<file path="src/rtl/ipv4_acl_first_match_unit_defines.svh">
// Assertion macros for the IPv4 ACL first-match unit.
`ifndef IPV4_ACL_FIRST_MATCH_UNIT_DEFINES_SVH
`define IPV4_ACL_FIRST_MATCH_UNIT_DEFINES_SVH

// Same-cycle implication, checked on every rising clk edge outside reset.
`define ACL_ASSERT_NOW(lbl, ante, cons, msg) \
    lbl: assert property (@(posedge clk) disable iff (!rst_n) (ante) |-> (cons)) \
        else $error(msg);

// Next-cycle implication.
`define ACL_ASSERT_NXT(lbl, ante, cons, msg) \
    lbl: assert property (@(posedge clk) disable iff (!rst_n) (ante) |=> (cons)) \
        else $error(msg);

`endif

</file>
<file path="src/rtl/acl_fm_pkg.sv">
// Shared types, constants and helpers of the IPv4 ACL first-match unit.
package acl_fm_pkg;

    localparam int MAX_RULES_DEF = 64;
    localparam int ADDR_W        = 32;
    localparam int LEN_W         = 6;
    localparam int NUM_W         = 6;
    localparam int IN_DATA_W     = 40;
    localparam int OUT_DATA_W    = 16;

    localparam logic [LEN_W-1:0] MAX_LEN = 6'd32;

    localparam logic MODE_ADD   = 1'b0;
    localparam logic MODE_QUERY = 1'b1;

    localparam logic STATUS_OK   = 1'b0;
    localparam logic STATUS_FULL = 1'b1;

    typedef enum logic [1:0] {
        ST_IDLE,
        ST_SCAN,
        ST_DONE
    } state_t;

    typedef struct packed {
        logic              verdict;
        logic [LEN_W-1:0]  length;
        logic [ADDR_W-1:0] prefix;
    } rule_t;

    typedef struct packed {
        logic             status;
        logic [NUM_W-1:0] rule_number;
        logic             matched;
        logic             verdict;
    } result_t;

    // Leading-ones mask for a prefix length of 0..32.
    function automatic logic [ADDR_W-1:0] prefix_mask(input logic [LEN_W-1:0] len);
        prefix_mask = ~({ADDR_W{1'b1}} >> len);
    endfunction

endpackage

</file>
<file path="src/rtl/ipv4_acl_first_match_unit.sv">
// IPv4 access-control list with ordered first-match lookup (top level).
//
// Rules live in a single-port-read, single-port-write synchronous table of
// MAX_RULES entries (prefix, length, verdict), appended in order by add
// requests (s_tuser = 0). A query request (s_tuser = 1) walks the table from
// rule 0 upward, one table read per cycle, and the first rule whose leading
// prefix bits equal the address decides; with no hit, default_allow (written
// through the cfg port, resets to allow) gives the verdict. A query scans
// until the hit or the end of the table; on an empty table it skips the
// scan. A finished response sits in the output register until taken,
// while the next request is already accepted and worked on. An add to a
// full table drops the rule and answers with status 1. Prefix lengths above
// 32 are stored as 32. No clearing pass: entries past the rule count are
// never read, so the block is ready right after reset.
`include "ipv4_acl_first_match_unit_defines.svh"

module ipv4_acl_first_match_unit #(
    parameter int MAX_RULES = acl_fm_pkg::MAX_RULES_DEF
) (
    input  logic                              clk,
    input  logic                              rst_n,
    // request: [31:0] address, [37:32] prefix_len, [38] allow, [39] zero
    input  logic                              s_tvalid,
    output logic                              s_tready,
    input  logic [acl_fm_pkg::IN_DATA_W-1:0]  s_tdata,
    // request: [0] mode (0 add, 1 query)
    input  logic                              s_tuser,
    // response: [0] verdict, [1] matched, [7:2] rule_number, [8] status, [15:9] zero
    output logic                              m_tvalid,
    input  logic                              m_tready,
    output logic [acl_fm_pkg::OUT_DATA_W-1:0] m_tdata,
    // default_allow register write
    input  logic                              cfg_valid,
    output logic                              cfg_ready,
    input  logic                              cfg_data
);

    localparam int IDX_W = (MAX_RULES > 1) ? $clog2(MAX_RULES) : 1;
    localparam int CNT_W = $clog2(MAX_RULES + 1);
    localparam int NUM_W = acl_fm_pkg::NUM_W;

    // Control state
    acl_fm_pkg::state_t state_reg, state_next;
    logic [CNT_W-1:0]   cnt_reg, cnt_next;      // stored rule count
    logic [IDX_W-1:0]   idx_reg, idx_next;      // rule under compare in SCAN
    logic               out_valid_reg, out_valid_next;
    logic               dflt_reg, dflt_next;    // default_allow

    // Payload
    logic [acl_fm_pkg::ADDR_W-1:0] qaddr_reg, qaddr_next;
    acl_fm_pkg::result_t           res_reg, res_next;
    acl_fm_pkg::result_t           out_data_reg, out_data_next;

    // Rule table
    acl_fm_pkg::rule_t mem [MAX_RULES];
    acl_fm_pkg::rule_t rd_data_reg;
    acl_fm_pkg::rule_t wr_rule;
    logic              wr_en;
    logic [IDX_W-1:0]  wr_addr;
    logic              rd_en;
    logic [IDX_W-1:0]  rd_addr;

    // Decode / status
    logic                          in_fire;
    logic                          in_mode;
    logic [acl_fm_pkg::ADDR_W-1:0] in_addr;
    logic [acl_fm_pkg::LEN_W-1:0]  in_len;
    logic [acl_fm_pkg::LEN_W-1:0]  len_sat;
    logic                          in_allow;
    logic                          full;
    logic                          hit;
    logic                          last;
    logic                          load_out;
    logic [IDX_W-1:0]              cnt_idx;
    logic [IDX_W+NUM_W-1:0]        add_num_ext;
    logic [IDX_W+NUM_W-1:0]        hit_num_ext;

    // ------------------------------------------------------------------
    // Handshake outputs
    // ------------------------------------------------------------------
    always_comb
    begin
        s_tready = (state_reg == acl_fm_pkg::ST_IDLE);
        load_out = (state_reg == acl_fm_pkg::ST_DONE) && (!out_valid_reg || m_tready);
    end

    assign cfg_ready = 1'b1;
    assign m_tvalid  = out_valid_reg;
    assign m_tdata   = {{(acl_fm_pkg::OUT_DATA_W - $bits(acl_fm_pkg::result_t)){1'b0}},
                        out_data_reg};

    // ------------------------------------------------------------------
    // Request decode and compare
    // ------------------------------------------------------------------
    always_comb
    begin
        in_fire  = s_tvalid && s_tready;
        in_mode  = s_tuser;
        in_addr  = s_tdata[31:0];
        in_len   = s_tdata[37:32];
        in_allow = s_tdata[38];
        len_sat  = (in_len > acl_fm_pkg::MAX_LEN) ? acl_fm_pkg::MAX_LEN : in_len;

        full    = (cnt_reg == CNT_W'(MAX_RULES));
        cnt_idx = cnt_reg[IDX_W-1:0];

        // A rule of length 0 has an all-zero mask and matches anything.
        hit  = ((rd_data_reg.prefix ^ qaddr_reg)
                & acl_fm_pkg::prefix_mask(rd_data_reg.length)) == '0;
        last = ((CNT_W'(idx_reg) + CNT_W'(1)) == cnt_reg);

        // Rule numbers report the low bits of the table index.
        add_num_ext = {{NUM_W{1'b0}}, cnt_idx};
        hit_num_ext = {{NUM_W{1'b0}}, idx_reg};
    end

    // ------------------------------------------------------------------
    // FSM next state
    // ------------------------------------------------------------------
    always_comb
    begin
        state_next = state_reg;
        unique case (state_reg)
            acl_fm_pkg::ST_IDLE:
            begin
                if (in_fire)
                begin
                    if (in_mode == acl_fm_pkg::MODE_QUERY && cnt_reg != '0)
                        state_next = acl_fm_pkg::ST_SCAN;
                    else
                        state_next = acl_fm_pkg::ST_DONE;
                end
            end
            acl_fm_pkg::ST_SCAN:
            begin
                if (hit || last)
                    state_next = acl_fm_pkg::ST_DONE;
            end
            acl_fm_pkg::ST_DONE:
            begin
                if (load_out)
                    state_next = acl_fm_pkg::ST_IDLE;
            end
            default:
                state_next = acl_fm_pkg::ST_IDLE;
        endcase
    end

    // ------------------------------------------------------------------
    // Datapath / table control
    // ------------------------------------------------------------------
    always_comb
    begin
        cnt_next       = cnt_reg;
        idx_next       = idx_reg;
        qaddr_next     = qaddr_reg;
        res_next       = res_reg;
        dflt_next      = dflt_reg;
        out_valid_next = out_valid_reg;
        out_data_next  = out_data_reg;

        wr_en          = 1'b0;
        wr_addr        = cnt_idx;
        wr_rule.prefix = in_addr;
        wr_rule.length = len_sat;
        wr_rule.verdict = in_allow;
        rd_en          = 1'b0;
        rd_addr        = '0;

        if (cfg_valid && cfg_ready)
            dflt_next = cfg_data;

        unique case (state_reg)
            acl_fm_pkg::ST_IDLE:
            begin
                if (in_fire)
                begin
                    res_next.verdict     = 1'b0;
                    res_next.matched     = 1'b0;
                    res_next.rule_number = '0;
                    res_next.status      = acl_fm_pkg::STATUS_OK;
                    if (in_mode == acl_fm_pkg::MODE_ADD)
                    begin
                        if (full)
                            res_next.status = acl_fm_pkg::STATUS_FULL;
                        else
                        begin
                            wr_en                = 1'b1;
                            res_next.rule_number = add_num_ext[NUM_W-1:0];
                            cnt_next             = cnt_reg + CNT_W'(1);
                        end
                    end
                    else
                    begin
                        qaddr_next       = in_addr;
                        idx_next         = '0;
                        res_next.verdict = dflt_reg;   // empty table
                        rd_en            = 1'b1;
                        rd_addr          = '0;
                    end
                end
            end
            acl_fm_pkg::ST_SCAN:
            begin
                if (hit)
                begin
                    res_next.verdict     = rd_data_reg.verdict;
                    res_next.matched     = 1'b1;
                    res_next.rule_number = hit_num_ext[NUM_W-1:0];
                end
                else if (last)
                    res_next.verdict = dflt_reg;
                else
                begin
                    idx_next = idx_reg + IDX_W'(1);
                    rd_en    = 1'b1;
                    rd_addr  = idx_reg + IDX_W'(1);
                end
            end
            acl_fm_pkg::ST_DONE:
            begin
            end
            default:
            begin
            end
        endcase

        // Output register: load a finished response, else drain on accept.
        if (load_out)
        begin
            out_valid_next = 1'b1;
            out_data_next  = res_reg;
        end
        else if (m_tready)
            out_valid_next = 1'b0;
    end

    // ------------------------------------------------------------------
    // Registers
    // ------------------------------------------------------------------
    always_ff @(posedge clk or negedge rst_n)
    begin
        if (!rst_n)
        begin
            state_reg     <= acl_fm_pkg::ST_IDLE;
            cnt_reg       <= '0;
            idx_reg       <= '0;
            out_valid_reg <= 1'b0;
            dflt_reg      <= 1'b1;
        end
        else
        begin
            state_reg     <= state_next;
            cnt_reg       <= cnt_next;
            idx_reg       <= idx_next;
            out_valid_reg <= out_valid_next;
            dflt_reg      <= dflt_next;
        end
    end

    always_ff @(posedge clk)
    begin
        qaddr_reg    <= qaddr_next;
        res_reg      <= res_next;
        out_data_reg <= out_data_next;
    end

    // Rule table: one write, one registered read per cycle. Writes happen
    // only in IDLE and reads only for a query, so they never collide.
    always_ff @(posedge clk)
    begin
        if (wr_en)
            mem[wr_addr] <= wr_rule;
        if (rd_en)
            rd_data_reg <= mem[rd_addr];
    end

    // ------------------------------------------------------------------
    // Assertions
    // ------------------------------------------------------------------
    `ACL_ASSERT_NOW(a_scan_in_range, state_reg == acl_fm_pkg::ST_SCAN,
                    CNT_W'(idx_reg) < cnt_reg, "scan index past rule count")
    `ACL_ASSERT_NXT(a_add_counts, in_fire && in_mode == acl_fm_pkg::MODE_ADD && !full,
                    cnt_reg == $past(cnt_reg) + CNT_W'(1), "add did not bump rule count")
    `ACL_ASSERT_NOW(a_resp_from_done, $rose(out_valid_reg),
                    $past(state_reg) == acl_fm_pkg::ST_DONE, "response not from DONE")

endmodule

</file>
<file path="config.mk">
export PLATFORM = sky130hd
export DESIGN_NAME = ipv4_acl_first_match_unit
export DESIGN_NICKNAME = d
export VERILOG_FILES = /design/src/rtl/acl_fm_pkg.sv /design/src/rtl/ipv4_acl_first_match_unit.sv
export VERILOG_INCLUDE_DIRS = /design/src /design/src/rtl
export SDC_FILE = /design/constraint.sdc
export NUM_CORES = 2
export LEC_CHECK = 0
export BUFFER_PORTS_ARGS = -buffer_cell sky130_fd_sc_hd__buf_2
export CORE_MARGIN = 1
export CORE_UTILIZATION = 42
export CTS_CLUSTER_DIAMETER = 50
export CTS_CLUSTER_SIZE = 24
export DETAILED_ROUTE_END_ITERATION = 10
export PLACE_DENSITY_LB_ADDON = 0.05
export SLEW_MARGIN = 25
export SYNTH_ARGS = -nofsm -noshare
export SYNTH_HDL_FRONTEND = slang
export SYNTH_SLANG_ARGS = --single-unit
</file>
<file path="constraint.sdc">
create_clock -name clk -period 4.4 [get_ports clk]
set_input_delay 0.44 -clock clk [delete_from_list [all_inputs] [get_ports clk]]
set_output_delay 0.44 -clock clk [all_outputs]
set_load 0.1 [all_outputs]
</file>
# ---- Word level (Yosys, flattened, before mapping)
# Memory sizes are Yosys's and may differ from the RTL's. A register that Yosys moved wholly into a read port is not among the register bits.
# Cells that the tools add are included.
dict set report word_totals {
  ff_bits 67
  ram_bits 2496
  in_bits 47
  out_inout_bits 19
  elab_cells 91
  memories 1
}
dict set report classes {
  add_sub_neg 3
  magnitude_cmp 1
  n_eq_ne 12
  shifts 1
  n_mux 36
  bitwise 5
  n_reduce_logical 18
}
# memory depth width read_ports rd_ports_with_merged_regs write_ports line
set memory_table {}
lappend memory_table {mem 64 39 1 1 1 ipv4_acl_first_match_unit.sv:55} ;# acl_fm_pkg::rule_t mem [MAX_RULES];
# op count
set op_table {}
lappend op_table {{6-bit two-way mux} 10}
lappend op_table {{32-bit bitwise AND} 1}
lappend op_table {{32-bit zero test} 1}
lappend op_table {{32-bit NOT} 1}
lappend op_table {{32-bit by 6-bit right shift with 32-bit output (first input constant)} 1}
lappend op_table {{32-bit XOR} 1}
lappend op_table {{1-bit two-way mux} 16}
lappend op_table {{8-bit one-hot mux with 2 select lines} 1}
lappend op_table {{6-bit one-hot mux with 2 select lines} 1}
lappend op_table {{3-bit AND reduction} 4}
lappend op_table {{2-bit inequality test (second input constant)} 5}
lappend op_table {{2-bit two-way mux} 4}
lappend op_table {{8-bit two-way mux} 1}
lappend op_table {{6-bit by 1-bit adder with 7-bit output (second input constant)} 1}
lappend op_table {{7-bit by 1-bit adder with 7-bit output (second input constant)} 1}
lappend op_table {{7-bit == test} 1}
lappend op_table {{7-bit == test (second input constant)} 1}
lappend op_table {{7-bit two-way mux} 1}
lappend op_table {{7-bit nonzero test} 1}
lappend op_table {{6-bit by 1-bit adder with 6-bit output (second input constant)} 1}
lappend op_table {{6-bit > comparator (second input constant)} 1}
lappend op_table {{2-bit one-hot mux with 3 select lines} 1}
lappend op_table {{5-bit AND reduction} 1}
lappend op_table {{2-bit by 1-bit inequality test with 1-bit output (second input constant)} 2}
lappend op_table {{12 further kinds} 17}

# ---- Logic depth before layout (Yosys ltp)
dict set report depth {
  depth_word 7
  depth_mapped 17
  ltp_nobuf 11
}

# ---- Worst setup path before layout
# Ideal clock, no wire load.
dict set report synth_path {
  kind {register to register}
  startpoint {register state_reg[0]}
  endpoint {memory mem[52][0] (netlist bit) (enable)}
  setup_time_ns 0.436
  arrival_time_ns 4.558
  required_ns 3.964
  setup_slack_ns -0.593
  stages_incl_launch_ff 8
  path_buffers 1
  period_less_slack_ns 4.993
  cell_sequence {dfrtp_1 -> nor2_1 -> and2_1 -> and2_1 -> clkbuf_1 -> nor2b_1 -> nand3_1 -> nor2_1}
}
dict set report synth_via {
  elab_chain_len 6
}
# item line
set synth_lines {}
lappend synth_lines {{start: declaration} ipv4_acl_first_match_unit.sv:43} ;# acl_fm_pkg::state_t state_reg, state_next;
lappend synth_lines {{start signal: assignment} ipv4_acl_first_match_unit.sv:245} ;# state_reg <= acl_fm_pkg::ST_IDLE;
lappend synth_lines {{start signal: assignment} ipv4_acl_first_match_unit.sv:253} ;# state_reg <= state_next;
lappend synth_lines {{2-bit zero test (*)} ipv4_acl_first_match_unit.sv:83} ;# s_tready = (state_reg == acl_fm_pkg::ST_IDLE);
lappend synth_lines {{via s_tready} ipv4_acl_first_match_unit.sv:24} ;# output logic s_tready,
lappend synth_lines {{1-bit logical AND} ipv4_acl_first_match_unit.sv:97} ;# in_fire = s_tvalid && s_tready;
lappend synth_lines {{1-bit two-way mux} ipv4_acl_first_match_unit.sv:176} ;# if (in_fire)
lappend synth_lines {{1-bit two-way mux (*)} ipv4_acl_first_match_unit.sv:173} ;# unique case (state_reg)
lappend synth_lines {{1-bit two-way mux (*)} ipv4_acl_first_match_unit.sv:272} ;# if (wr_en)
lappend synth_lines {{1-bit two-way mux (not written as such) (*)} ipv4_acl_first_match_unit.sv:273} ;# mem[wr_addr] <= wr_rule;
lappend synth_lines {{end: declaration} ipv4_acl_first_match_unit.sv:55}
# The timed path passes the listed nets; every way through them passes the cells marked *.

# ---- Worst setup path in the final report
dict set report layout_path {
  startpoint {register, netlist name rd_data_reg[20]}
  endpoint {register, netlist name rd_data_reg[26]}
}
dict set report layout_via {
  elab_chain_len 5
  word_cells_on_any_way 7
}
# item line
set layout_lines {}
lappend layout_lines {{32-bit XOR (*)} ipv4_acl_first_match_unit.sv:108} ;# hit = ((rd_data_reg.prefix ^ qaddr_reg)
lappend layout_lines {{32-bit bitwise AND (*)} ipv4_acl_first_match_unit.sv:109} ;# & acl_fm_pkg::prefix_mask(rd_data_reg.length)) == '0;
lappend layout_lines {{32-bit zero test (*)} ipv4_acl_first_match_unit.sv:108}
lappend layout_lines {{1-bit two-way mux or 6-bit two-way mux (tied branches)} ipv4_acl_first_match_unit.sv:205} ;# if (hit)
lappend layout_lines {{1-bit one-hot mux with 2 select lines or 6-bit two-way mux (tied branches)} n/a}
# Every way passes the cells marked *; elsewhere a longest branch is shown, timed or not.
# A chain may end at the register's enable or synchronous reset.

==> flow_summary_export.csv <==
group,metric,value,unit
cts,clkSinkCount,2602,
critical_path,cpMaxStageDelayCell,"nor4_4",
placed_design,hpwl,243000,um
cts,clk_latency,0.94,ns
sta,drv_slew,0,
min_path,whs_endpoint,"mem[51][33]",
grt,grt_use_met1,45.2,%
grt,antenna_found_initial,30,
cts,numCtsBuffers,299,
critical_path,reg2reg_from,"rd_data_reg[20]",
placed_design,place.gp.congestion,0.927,
logic_synthesis,synth_ff_type,"edfxtp_1",
logic_synthesis,synthTopCellsByCount,"edfxtp_1 (2,585), nand2_1 (797), nor2_1 (460)",
power,power_density,598,nW/um2
placed_design,dp.cells,10400,
logic_synthesis,synth_top_area_cell,"edfxtp_1",
logic_synthesis,synth_area_leaders,"edfxtp_1 (75%), mux2i_1 (3.0%), nand2_1 (2.9%), nor2_1 (1.7%), nand3_1 (1.2%)",
critical_path,reg2reg_slack,0.04,ns
logic_synthesis,ys_seq_area_share,75.5,%
cts,clockRootBuffer,"clkbuf_16",
critical_path,crit_fanout,12,
logic_synthesis,synth_edf_count,2585,
sta,finalClockSkew,0.0740,ns
detailed_routing,drtPass1Iterations,5,
critical_path,path_cells,"xnor2_1, o21ai_0, a222oi_1, and4_1, nand4_4, buf_12, nand2_8, buf_12, buf_16, buf_12, mux2i_2, o22ai_2, nor4_4, buf_4, o22ai_1",
sta,rsz0062_at_grt,"true",
floorplanning,core-area,244000,um2
sta,setup_viol,0,
grt,grt_pass1_vias,64500,
logic_synthesis,yosysMostFrequentCell,"edfxtp_1",
cts,h-tree-depth,5,
critical_path,reg2regPathDepth,15,
floorplanning,die_area,248000,um2
detailed_routing,ant_nets,0,
power,p_sw_share,33.8,%
critical_path,cp-end-kind,"flip-flop",
status,status,"completed",
cts,cts_tree,"yes",
detailed_routing,drt-total-wl,395000,um
logic_synthesis,async_flop_share,0.653,%
min_path,min-delay-start,"s_tdata[33]",
critical_path,arrival,5.05,ns
flow_run,drv_cap,0,
power,clockPowerShare,33.7,%
grt,grt_overflow,0,
min_path,hold_depth,2,
cells_and_area,largest_reg_flops,2496,
critical_path,r2r_end,"rd_data_reg[26]",
floorplanning,rows,181,
cts,path_clk_slew,0.07,ns
detailed_routing,wire_per_inst,36.0,um
cells_and_area,final-instance-count-excl-fill,11000,
sta,finalCritPeriodShare,99.0,%
sta,finalCriticalPeriod,4.36,ns
detailed_routing,drc_errors,0,
sta,worst_pin_slew,1.13,ns
critical_path,max_stage_delay,0.60,ns
logic_synthesis,synth_area,103000,um2
cells_and_area,final_layout_size_suffix_gt1_share,21.0,%
grt,grt_max_degree,67,
critical_path,crit_path_frequent_cell,"buf_12",
sta,fin_setup_tns,0,ns
floorplanning,io_pins,66,
cells_and_area,syn_to_final_growth,20.8,%
power,combinationalPowerShare,28.4,%
sta,max-slew-margin-rel,24.7,%
power,power_leakage,42.4,nW
logic_synthesis,yosys_register_bits,2602,
sta,clock.fmax,0.230,GHz
logic_synthesis,ys_types,91,
power,p_int,49.4,mW
logic_synthesis,ys_warn_count,0,
grt,grt_use_total,31.4,%
grt,busiest_layer,"met2",
placed_design,portBuffers,56,
cts,clockBufferDepth,4,
grt,grt_util_met3,5.20,%
critical_path,criticalPathCategory,"reg -> reg",
cells_and_area,finalNetCount,7577,
power,sequentialPowerShare,37.9,%
cells_and_area,utilization,51.2,%
grt,grt_pass1_wl,541000,um
critical_path,required,5.10,ns
sta,final_hold_viol_count,0,
detailed_routing,drtIter0Drc,9074,
critical_path,cp-start-kind,"flip-flop",
logic_synthesis,syn_avg_cell_area,15.1,um2
detailed_routing,vias_per_cell,6.21,
floorplanning,start_util,42.4,%
power,p_switching,25.2,mW
grt,met2_usage,48.9,%
floorplanning,die_w,498,um
min_path,worstHoldPathType,"in -> reg",
logic_synthesis,postSynthCellCount,6839,
detailed_routing,num_vias,68000,
logic_synthesis,synth.top_cell.area_share,75.1,%
power,ir_drop,421,uV
floorplanning,dieHeight,498,um
## worst max path at each step
stage | start | end | slack, ns | cells after the start
after floorplan | state_reg[0] | mem[52][0] | -0.59 | 7
after global placement | rd_data_reg[36] | rd_data_reg[4] | -1.16 | 16
after detailed placement | rd_data_reg[36] | rd_data_reg[26] | -0.56 | 16
after CTS | rd_data_reg[33] | rd_data_reg[26] | -0.05 | 15
after global routing | rd_data_reg[32] | rd_data_reg[26] | -0.04 | 15
final | rd_data_reg[20] | rd_data_reg[26] | 0.04 | 15
## through the flow
stage	hold WS, ns	instance area, um2	power, mW	setup WS [ns]
finish	0.0294	125000	74.7	0.0442
global route	0.000189	125000	76.6	-0.0445
CTS	0.0178	124000	74.3	-0.0470
detailed placement	0.406	114000	49.1	-0.561
global placement	0.401	114000	49.1	-1.16
floorplan	0.144	103000	38.0	-0.593
## critical path, delay by kind of cell, from the launching register on
| family | cells | cell delay, ns |
|---|---|---|
| AOI/OAI and AO/OA | 4 | 0.78 |
| DFF | 1 | 0.39 |
| buffers and inverters | 5 | 0.89 |
| muxes | 1 | 0.23 |
| xor gates and xnor gates | 1 | 0.50 |
| and+or+nand+nor | 4 | 1.28 |
## kinds of logic after synthesis
kind of cell	Yosys count	share of synthesized area, %
fa+ha+maj	3	0.0363
flops	2602	75.5
other cells	2	0.00727
mux	391	4.16
xor+xnor	48	0.420
simple gates	1936	8.40
compound gates	1356	9.20
buf+inv	501	2.26
## repair_timing
action	CTS	global route
gates cloned	0	3
hold buffers	16	1
buffers inserted	14	20
pin swaps	6	11
resized for setup	27	60
endpoints found under the setup margin	34	31
hold endpoints to repair	123	9
## per-layer routing
metal | vias up | routed length [um]
met1 | 35600 | 166000
li1 | 28300 | -
met5 | - | 34
met4 | 6 | 12200
met2 | 3489 | 181000
met3 | 609 | 35300
## layout make-up
class | instances | area [um2]
fillers | 20400 | 119000
flip-flops and latches | 2602 | 78100
multi-input cells | 3742 | 24100
repair buffers | 874 | 8780
clock inverters | 191 | 2130
clock buffers | 329 | 7710
inverters | 8 | 30.0
diodes | 9 | 22.5
well taps | 3202 | 4010
## layout by cell type (no fill, tap or decap), drive strengths merged, types with 52 or more instances in the layout
cell type,n
edfxtp,2585
buf,854
nand2,799
nor2,464
clkbuf,332
mux2i,313
nand3,254
o21ai,233
a21oi,193
and3,154
a211oi,145
o22ai,123
a31oi,118
nor3,96
clkinv,88
o221ai,65
inv,65
o2111ai,64
nor4,55
mux2,52
## power groups by stage
stage | combinational, mW | clock, mW | sequential [mW]
after floorplan | 9.12 | 0 | 28.9
after global placement | 20.2 | 0 | 28.8
after detailed placement | 20.3 | 0 | 28.8
after CTS | 20.6 | 25.5 | 28.3
after global routing | 21.9 | 26.4 | 28.3
final | 21.2 | 25.1 | 28.3
No activity file was read; power rests on OpenSTA's default activity.
